$ cat config.mk
export PLATFORM = sky130hd
export DESIGN_NAME = dws_front
export DESIGN_NICKNAME = d
export VERILOG_FILES = /design/src/rtl/core/dws_pkg.sv /design/src/rtl/core/dws_front.sv
export SDC_FILE = /design/constraint.sdc
export NUM_CORES = 1
export LEC_CHECK = 0
export ABC_CLOCK_PERIOD_IN_PS = 2200
export BUFFER_PORTS_ARGS = -buffer_cell sky130_fd_sc_hd__buf_4
export CAP_MARGIN = 5
export CORE_UTILIZATION = 30
export CTS_BUF_LIST = sky130_fd_sc_hd__clkbuf_8
export CTS_CLUSTER_SIZE = 24
export DETAILED_ROUTE_END_ITERATION = 8
export HOLD_SLACK_MARGIN = 0.03
export PLACE_DENSITY_LB_ADDON = 0.08
export SLEW_MARGIN = 0
export SYNTH_ARGS = -nofsm -noshare
export SYNTH_HDL_FRONTEND = slang
export SYNTH_SLANG_ARGS = --single-unit
$ cat constraint.sdc
create_clock -name i_clk -period 2.2 [get_ports i_clk]
set_input_delay 0.55 -clock i_clk [delete_from_list [all_inputs] [get_ports i_clk]]
set_output_delay 0.55 -clock i_clk [all_outputs]
set_load 0.05 [all_outputs]
$ cat src/rtl/core/dws_pkg.sv
// Shared types and constants for the dictionary word substituter.
// Word layouts, command codes, job kinds and sequencer states. No dependencies.
`default_nettype none
package dws_pkg;

    localparam logic [7:0] SEP_SPACE   = 8'd32;
    localparam logic [7:0] SEP_NEWLINE = 8'd10;

    typedef enum logic [1:0] {
        CMD_PAT  = 2'd0,
        CMD_CODE = 2'd1,
        CMD_LEN  = 2'd2,
        CMD_TEXT = 2'd3
    } t_cmd;

    typedef struct packed {
        logic [1:0] command;
        logic [7:0] entry;
        logic [3:0] position;
        logic [7:0] char_in;
        logic [4:0] pattern_length;
        logic [4:0] code_length;
    } t_in_item;

    typedef struct packed {
        logic [7:0] char_out;
        logic       last;
        logic       overflow;
    } t_out_item;

    typedef enum logic [2:0] {
        K_DROP,
        K_PAT,
        K_CODE,
        K_LEN,
        K_TEXT,
        K_SEP
    } t_kind;

    typedef struct packed {
        t_kind    kind;
        t_in_item item;
    } t_job;

    typedef struct packed {
        logic valid;
        logic pop;
    } t_job_hs;

    typedef enum logic [2:0] {
        S_IDLE,
        S_LEN_ISSUE,
        S_LEN_CHK,
        S_CMP_ISSUE,
        S_CMP_CHK,
        S_EMIT_ISSUE,
        S_EMIT_PUT,
        S_SEP
    } t_state;

endpackage
`default_nettype wire

$ cat src/rtl/core/dws_front.sv
// Front end: takes input words, classifies them and queues them (two deep).
// Uses dws_pkg.
`default_nettype none
module dws_front #(
    parameter int DICT_ENTRIES = 256,
    parameter int PATTERN_MAX  = 16,
    parameter int CODE_MAX     = 16
) (
    input  wire logic              i_clk,
    input  wire logic              i_rst_n,
    input  wire logic              i_in_valid,
    input  wire dws_pkg::t_in_item i_item,
    output logic                   o_in_stall,
    output dws_pkg::t_job          o_job,
    output dws_pkg::t_job_hs       o_hs_valid,
    input  wire dws_pkg::t_job_hs  i_hs_pop
);
    import dws_pkg::*;

    t_job       r_q [2];
    logic       r_wp, r_rp;
    logic [1:0] r_cnt;
    logic       n_wp, n_rp;
    logic [1:0] n_cnt;
    logic       w_push, w_pop;
    t_job       w_job;

    always_comb begin
        w_job      = '{kind: K_DROP, item: i_item};
        unique case (t_cmd'(i_item.command))
            CMD_PAT: begin
                if (11'(i_item.entry) < 11'(DICT_ENTRIES) &&
                    5'(i_item.position) < 5'(PATTERN_MAX)) begin
                    w_job.kind = K_PAT;
                end
            end
            CMD_CODE: begin
                if (11'(i_item.entry) < 11'(DICT_ENTRIES) &&
                    5'(i_item.position) < 5'(CODE_MAX)) begin
                    w_job.kind = K_CODE;
                end
            end
            CMD_LEN: begin
                if (11'(i_item.entry) < 11'(DICT_ENTRIES)) begin
                    w_job.kind = K_LEN;
                end
                if (i_item.pattern_length > 5'(PATTERN_MAX)) begin
                    w_job.item.pattern_length = 5'(PATTERN_MAX);
                end
                if (i_item.code_length > 5'(CODE_MAX)) begin
                    w_job.item.code_length = 5'(CODE_MAX);
                end
            end
            CMD_TEXT: begin
                if (i_item.char_in == SEP_SPACE || i_item.char_in == SEP_NEWLINE) begin
                    w_job.kind = K_SEP;
                end else begin
                    w_job.kind = K_TEXT;
                end
            end
            default: w_job.kind = K_DROP;
        endcase
    end

    assign o_in_stall = (r_cnt == 2'd2);
    assign w_push     = i_in_valid && !o_in_stall;
    assign w_pop      = i_hs_pop.pop && (r_cnt != 2'd0);

    always_comb begin
        n_wp  = w_push ? !r_wp : r_wp;
        n_rp  = w_pop ? !r_rp : r_rp;
        n_cnt = r_cnt + 2'(w_push) - 2'(w_pop);
    end

    always_ff @(posedge i_clk) begin
        if (!i_rst_n) begin
            r_wp  <= 1'b0;
            r_rp  <= 1'b0;
            r_cnt <= 2'd0;
        end else begin
            r_wp  <= n_wp;
            r_rp  <= n_rp;
            r_cnt <= n_cnt;
        end
    end

    always_ff @(posedge i_clk) begin
        if (w_push) begin
            r_q[r_wp] <= w_job;
        end
    end

    assign o_job            = r_q[r_rp];
    assign o_hs_valid.valid = (r_cnt != 2'd0);
    assign o_hs_valid.pop   = 1'b0;
endmodule
`default_nettype wire

==> qor.yml, run 1 <==
route:
  ant_nets: 0
  drc: 0
  wirelength_mm: 5.173
  routedWlPerCell_um: 13.69
  via_per_inst: 4.177
  first_iter_violations: 53
  drtPass1Iterations: 4
  dr_total_vias: 1579
yosys:
  synth-async-reset-ratio: 0
  synth.top_cell.area_share: 0.7179
  yosys.area.top_type: "edfxtp_1"
  yosys-top-cells-area: "edfxtp_1, mux2_2, dfxtp_1"
  dominantRegCellSynth: "edfxtp_1"
  syn_inst: 164
  yosysMostFrequentCell: "edfxtp_1"
  synth_edf_count: 70
  synth_top_family_by_area: "multiplexers"
  avgSynthCellArea_um2: 17.85
  yosysSeqAreaShare: 0.7521
  synth_compound_gate_area_share: 0.01111
  synthSimpleGateAreaFrac: 0.05000
  syn_area_um2: 2928
  synthTopCellsByCount: "edfxtp_1, mux2_2, and2_1"
  syn-num-nets: 206
  synth.distinct_cells: 25
  synthMuxAreaShare: 0.1346
  ys_warn_count: 0
  synth_fa_ha_area_frac: 0.02137
  synthXorXnorAreaFrac: 0.005983
  ys_seq_elements: 75
status:
  status: "complete, no violations"
clock_network:
  cts_hold_buf: 0
  tritoncts: "yes"
  cts-root-buf: "clkbuf_8"
  post_cts_buffers: 0
  cts.sinks: 75
  clk_pin_slew_ps: 80
  htree_levels: 3
  clk_path_buf_depth: 2
  cts_resized: 0
  numCtsBuffers: 9
  clk-insertion-delay-late_ps: 340
cells_and_area:
  drive_above_1_share: 0.5261
  antenna-diode-count: 0
  syn_to_final_growth_pct: 32.65
  nNetsFinal: 286
  post-route-util: 0.4164
global_routing:
  grt_util_met2: 0.1733
  use_met3: 0.04716
  grt_max_degree: 36
  grt_pass1_wl_mm: 7.886
  grt-ovfl-total: 0
  grtUsageTotal: 0.1083
  grt_use_met1: 0.1280
  gr-max-usage-layer: "met2"
  antenna_found_initial: 0
  grt_pass1_vias: 1543
floorplanning:
  die_y_um: 100.8
  die-area_um2: 10160
  die_w_um: 100.8
  io_pins: 75
  fp.coreArea_um2: 9328
  initial_core_util: 0.3139
  fp-row-count: 35
setup_path:
  cp.depth: 3
  critical_path_buf_inv_count: 2
  slowest_stage: "mux2_2"
  slowest_delay_ps: 370
  crit_chain: "buf_12 > mux2_2 > buf_4"
  cp-end-kind: "output pin"
  cp.required_ps: 1650
  critPathLaunchType: "flip-flop"
  arrival_ps: 1470
  critPathMaxFanout: 35
  critical_path_class: "flip-flop to output pin"
  r2r_cells: 5
  crit_family: "buffers and inverters"
sta:
  slew_violations: 0
  rsz0062_at_grt: "false"
  fmax_ghz: 0.4954
  post-route-min-period_ps: 2019
  finClkSkew_ps: 6.482
  finalCritPeriodShare: 0.9175
  tns_ps: 0
  fin_ws_ps: 181.5
  finalSetupViolCount: 0
  finalHoldViolCount: 0
  hold_ws_ps: 390.5
placement:
  dp_worst_setup_slack_ps: 418.0
  hpwl_mm: 3.296
  place_congestion: 0.6905
  portBuffers: 72
job:
  max_cap_viol_count: 0
min_path:
  worstHoldPathType: "input port to flip-flop"
  min_path_cells: 1
pwr:
  ir_drop_mv: 0.6173
  p_per_area_nw_per_um2: 1339
  leakage_nw: 1.482
  power.total_mw: 5.199
## routing by layer
layer	vias up	share of wire
met1	760	0.44
li1	767	-
met2	46	0.48
met4	0	0.013
met3	6	0.065
met5	-	0
## final timing paths
check	start	to	slack (ps)
worst max-delay path	flip-flop	o_job[27]	180
worst min-delay path	i_item[24]	r_q[1][24]$_DFFE_PP_	390
worst max register to register	r_cnt[0]$_SDFF_PN0_	r_q[0][24]$_DFFE_PP_	600
worst min register to register	r_wp$_SDFFE_PN0P_	r_wp$_SDFFE_PN0P_	490
## cell usage in the layout, fill, tap and decap left out, types with 2 or more instances in the layout
cell type	count
nor2_1	5
dfxtp_1	4
and2_1	10
a21oi_1	3
inv_1	5
buf_4	74
clkbuf_8	9
edfxtp_1	70
clkinv_4	2
nand2_1	3
nor3_1	2
clkinv_1	2
o21ai_0	2
bufinv_16	3
mux2_2	35
ha_1	5
buf_12	2
## stage by stage
stage / area [µm²] / std cells
global placement: 3643 / 362
global route: 3884 / 378
CTS: 3884 / 378
finish: 3884 / 378
floorplan: 2928 / 164
detailed placement: 3643 / 362
## cells by family after synthesis
group	after synthesis
fa+ha+maj	5
xor+xnor	2
flops	75
other cells	1
compound gates	6
simple gates	26
buf+inv	14
mux	35
## final cells by class
| type | count | area (µm²) |
|---|---|---|
| Multi-Input combinational cell | 75 | 656.9 |
| Tap cell | 129 | 161.4 |
| Inverter | 7 | 26.28 |
| Clock buffer | 9 | 123.9 |
| Clock inverter | 7 | 116.4 |
| Sequential cell | 75 | 2203 |
| Timing Repair Buffer | 76 | 595.6 |
| Fill cell | 867 | 5444 |
## sequential cells by signal, summed over array words and instances, names as in the netlist, named ones only
| register | count |
|---|---|
| r_rp | 1 |
| r_q | 70 |
| r_cnt | 2 |
| r_wp | 1 |
## power by group
part / leakage [nW] / internal (mW) / switching [mW] / total, mW
registers: 0.697 / 1.82 / 0.0595 / 1.88
clock network: 0.121 / 0.751 / 0.492 / 1.24
logic: 0.664 / 0.711 / 1.36 / 2.07
total: 1.48 / 3.29 / 1.91 / 5.20
No activity file was read; power rests on OpenSTA's default activity.
==> inputs of run 2 (changes only) <==
- RECOVER_POWER: not set -> 100
==> run 2 against run 1 <==
Against the previous run:
- register-to-register slack worse by 280 ps
- global-route usage stayed put
- total power down 3.6%
- setup slack lost 31 ps
- final cell count stayed put
- final area fell by 3.8%
- critical path depth unchanged
- routed wire length down 1.3%
- clock power about the same
- non-clock buffer count is the same
- die area unchanged
- clock skew shrank 0.75 ps
==> qor.yml, run 2 (same netlist as run 1, synthesis figures left out) <==
status:
  status: "complete, no violations"
route:
  drtPass1Iterations: 4
  ant_nets: 0
  first_iter_violations: 49
  via_per_inst: 4.111
  wirelength_mm: 5.106
  routedWlPerCell_um: 13.51
  drc: 0
  dr_total_vias: 1554
min_path:
  min_path_cells: 1
  worst_hold_startpoint: "i_item[24]"
  worstHoldPathType: "input port to flip-flop"
  whs_endpoint: "r_q[1][24]$_DFFE_PP_"
sta:
  finalSetupViolCount: 0
  slew_violations: 0
  finClkSkew_ps: 5.728
  tns_ps: 0
  fmax_ghz: 0.4879
  finalCritPeriodShare: 0.9317
  rsz0062_at_grt: "false"
  tightest_slew_ps: 760.1
  slew-limit-headroom: 0.4933
  finalHoldViolCount: 0
  post-route-min-period_ps: 2050
clock_network:
  tritoncts: "yes"
  numCtsBuffers: 9
  clk-insertion-delay-late_ps: 340
  cts-root-buf: "clkbuf_8"
  htree_levels: 3
  clk_path_buf_depth: 2
  post_cts_buffers: 0
  cts.sinks: 75
  cts_resized: 0
  cts_hold_buf: 0
  clk_pin_slew_ps: 80
setup_path:
  critPathLaunchType: "flip-flop"
  cp-end-kind: "output pin"
  r2r_end: "r_q[0][30]$_DFFE_PP_"
  r2r-start: "r_cnt[0]$_SDFF_PN0_"
  r2r_cells: 5
  ff2ff_setup_slack_ps: 320
  critical_path_class: "flip-flop to output pin"
  cp.required_ps: 1650
  arrival_ps: 1500
  critPathMaxFanout: 35
pwr:
  ir_drop_mv: 0.5686
  pwr-share-seq: 0.376
  leakage_nw: 1.392
  p_int_mw: 3.119
  swShare: 0.3778
  p_sw_mw: 1.894
  p_clk_frac: 0.247
  p_per_area_nw_per_um2: 1342
  power.total_mw: 5.013
  combinationalPowerShare: 0.376
global_routing:
  grt-ovfl-total: 0
  antenna_found_initial: 0
  grt_pass1_wl_mm: 7.886
  grt_pass1_vias: 1543
  grt_max_degree: 36
  grtUsageTotal: 0.1083
cells_and_area:
  final_common_cell: "edfxtp_1"
  nFillCells: 904
  antenna-diode-count: 0
  reg.largest.list: "r_q (70), r_cnt (2)"
  largest_register_ffs: 70
  nNetsFinal: 286
  top_register: "r_q"
  syn_to_final_growth_pct: 27.61
  final_cell_mix: "edfxtp_1, mux2_2, buf_2, clkbuf_4, clkbuf_1"
  drive_above_1_share: 0.4659
floorplanning:
  die-area_um2: 10160
  die_y_um: 100.8
  initial_core_util: 0.3139
  fp.coreArea_um2: 9328
  io_pins: 75
  fp-row-count: 35
  die_w_um: 100.8
job:
  max_cap_viol_count: 0
placement:
  portBuffers: 72
  place_congestion: 0.6905
  hpwl_mm: 3.296
[run 2: changes by cell type in the layout (fill, tap and decap cells not counted), sizes merged]
cell	before	now
buf	76	43
clkbuf	9	42
[run 2: critical path, cell delays in order, from the launching register on]
cell	delay, ps
dfxtp_2	340
buf_12	220
mux2_2	360
clkbuf_2	230
[run 2: worst max-delay path by stage]
stage                              from              endpoint  slack (ps)  cells after the start
floorplan           r_cnt[0]$_SDFF_PN0_   r_q[0][0]$_DFFE_PP_         170                      4
CTS                           flip-flop              o_job[9]         130                      3
global route                  flip-flop             o_job[22]          80                      3
global placement             i_in_valid  r_q[0][26]$_DFFE_PP_         430                      5
finish                        flip-flop             o_job[16]         150                      3
detailed placement           i_in_valid  r_q[0][26]$_DFFE_PP_         420                      5
[run 2: stage by stage]
step | std cells | instance area (µm²) | util | hold WS (ps) | setup WS, ps
after floorplan | 164 | 2928 | - | 457.8 | 169.3
after global placement | 362 | 3643 | 0.3906 | 468.9 | 429.6
after detailed placement | 362 | 3643 | 0.3906 | 483.4 | 418.0
after CTS | 378 | 3884 | 0.4164 | 363.4 | 130.2
after global routing | 378 | 3736 | 0.4005 | 379.5 | 75.83
final | 378 | 3736 | 0.4005 | 413.9 | 150.3
[run 2: layout make-up]
cell class | instances | area, µm² | area share
clock buffer | 9 | 123.9 | 0.03315
timing repair buffer | 76 | 447.9 | 0.1199
clock inverter | 7 | 116.4 | 0.03115
tap | 129 | 161.4 | 0.04320
inverter | 7 | 26.28 | 0.007033
multi-input combinational | 75 | 656.9 | 0.1758
sequential | 75 | 2203 | 0.5898
[run 2: power groups by stage]
stage          clock (mW)  combinational (mW)  sequential, mW
2_1_floorplan           0                1.51            1.90
3_3_place_gp            0                2.11            1.91
3_5_place_dp            0                2.10            1.92
4_1_cts              1.30                2.11            1.89
5_1_grt              1.36                2.00            1.91
6_report             1.24                1.89            1.89
[run 2: metal layers]
| layer | part of all wire | global-route usage |
|---|---|---|
| met1 | 0.43 | 0.1280 |
| met5 | 0 | 0 |
| met3 | 0.066 | 0.04716 |
| met4 | 0.013 | 0.04348 |
| met2 | 0.49 | 0.1733 |
==> inputs of run 3 (changes only) <==
- ABC_AREA: not set -> 1
==> run 3 against run 2 <==
Against the previous run:
- critical path depth did not move
- sequential share of layout area fell by 2.2 points
- first-iteration DRC count fell by 8.2%
- synthesized area rose by 6.3%
- non-clock buffer count fell by 1
- die area rose by 6.2%
- worst hold slack got worse by 1.5 ps
- critical path type unchanged
- largest power group unchanged
==> qor.yml, run 3 <==
status:
  status: "complete, no violations"
clock_network:
  cts.sinks: 75
  numCtsBuffers: 9
  htree_levels: 3
  clk_path_buf_depth: 2
  cts-root-buf: "clkbuf_8"
  tritoncts: "yes"
  cts_hold_buf: 0
  clk-insertion-delay-late_ps: 340
  clk_pin_slew_ps: 80
  cts_resized: 0
  post_cts_buffers: 0
yosys:
  synth.top_cell.area_share: 0.6752
  yosysSeqAreaShare: 0.7074
  syn-num-nets: 220
  syn_inst: 178
  dominantRegCellSynth: "edfxtp_1"
  synth-async-reset-ratio: 0
  yosys-top-cells-area: "edfxtp_1, mux2_4, dfxtp_1"
  yosysMostFrequentCell: "edfxtp_1"
  ys_seq_elements: 75
  ys_warn_count: 0
  synthTopCellsByCount: "edfxtp_1, mux2_4, inv_1"
  synth_edf_count: 70
  syn_area_um2: 3113
  yosys.area.top_type: "edfxtp_1"
  synth.distinct_cells: 18
  avgSynthCellArea_um2: 17.49
sta:
  fin_ws_ps: 101.1
  fmax_ghz: 0.4764
  tns_ps: 0
  slew_violations: 0
  slew-limit-headroom: 0.3354
  finalCritPeriodShare: 0.9541
  hold_ws_ps: 412.4
  tightest_slew_ps: 996.9
  finClkSkew_ps: 8.407
  rsz0062_at_grt: "false"
  finalSetupViolCount: 0
  post-route-min-period_ps: 2099
  finalHoldViolCount: 0
setup_path:
  critPathMaxFanout: 35
  slowest_stage: "mux2_2"
  crit_chain: "buf_12 > mux2_2 > clkbuf_4"
  cp.required_ps: 1650
  cp-end-kind: "output pin"
  slowest_delay_ps: 390
  r2r_cells: 5
  critical_path_class: "flip-flop to output pin"
  arrival_ps: 1550
  critPathLaunchType: "flip-flop"
  ff2ff_setup_slack_ps: 300
pwr:
  p_per_area_nw_per_um2: 1305
  ir_drop_mv: 0.5722
  leakage_nw: 1.535
  power.total_mw: 5.065
floorplanning:
  io_pins: 75
  die_y_um: 103.9
  fp-row-count: 36
  die-area_um2: 10790
  die_w_um: 103.9
  initial_core_util: 0.3141
  fp.coreArea_um2: 9910
global_routing:
  grt-ovfl-total: 0
  grt_max_degree: 36
  grt_pass1_vias: 1620
  grt_pass1_wl_mm: 8.362
  antenna_found_initial: 0
  grtUsageTotal: 0.1057
cells_and_area:
  antenna-diode-count: 0
  stdcell_area_um2: 3881
  reg.largest.list: "r_q (70), r_cnt (2)"
  nFillCells: 975
  final_cell_mix: "edfxtp_1, mux2_4, buf_2, clkbuf_1, inv_1"
  top_register: "r_q"
  syn_to_final_growth_pct: 24.68
  nNetsFinal: 299
  drive_above_1_share: 0.4100
  final_common_cell: "edfxtp_1"
  final_cells: 394
  largest_register_ffs: 70
  post-route-util: 0.3917
route:
  drtPass1Iterations: 4
  routedWlPerCell_um: 13.92
  dr_total_vias: 1676
  first_iter_violations: 45
  ant_nets: 0
  drc: 0
  via_per_inst: 4.254
  wirelength_mm: 5.486
placement:
  placed_cells: 379
  place_congestion: 0.6669
  placement.cell_area_um2: 3802
  hpwl_mm: 3.552
  dp_worst_setup_slack_ps: 459.0
  portBuffers: 72
min_path:
  min_path_cells: 1
  worstHoldPathType: "input port to flip-flop"
job:
  max_cap_viol_count: 0
## run 3: final timing paths
kind	start	to
setup reg to reg	r_cnt[0]$_SDFF_PN0_	r_q[0][23]$_DFFE_PP_
hold reg to reg	r_rp$_SDFFE_PN0P_	flip-flop
setup / recovery	flip-flop	o_job[30]
hold / removal	i_item[24]	r_q[0][24]$_DFFE_PP_
## run 3: cells by family (layout without fill, tap and decap cells)
kind of cell	count (synthesis)	count (layout)	synth area share
flops	75	75	0.7074
mux	35	35	0.1628
simple gates	28	28	0.03617
buf+inv	22	105	0.04582
compound gates	12	12	0.02653
fa+ha+maj	5	5	0.02010
other cells	1	1	0.001205
## run 3: worst max-delay path, delay by kind of cell (launching register included)
family	cells	cell delay (ps)
buffers and inverters	2	480
multiplexers	1	390
flip-flops	1	340
## run 3: where the power goes
group	internal (mW)	switching (mW)	leakage, nW	total [mW]
combinational	0.577	1.27	0.711	1.85
sequential	1.82	0.0600	0.697	1.88
clock	0.856	0.478	0.127	1.33
## run 3: layer usage
metal / global-route usage / vias up / share of wire
met3: 0.02820 / 10 / 0.040
met1: 0.1227 / 818 / 0.43
li1: - / 798 / -
met5: 0 / - / 0
met4: 0.05816 / 0 / 0.018
met2: 0.1776 / 50 / 0.51
## run 3: final cells by class
cell class,count,area (µm²),share of cell area
Tap cell,133,166.4,0.04288
Timing Repair Buffer,75,426.7,0.1099
Multi-Input combinational cell,81,775.7,0.1999
Clock inverter,6,128.9,0.03320
Sequential cell,75,2203,0.5677
Inverter,15,56.30,0.01451
Clock buffer,9,123.9,0.03191
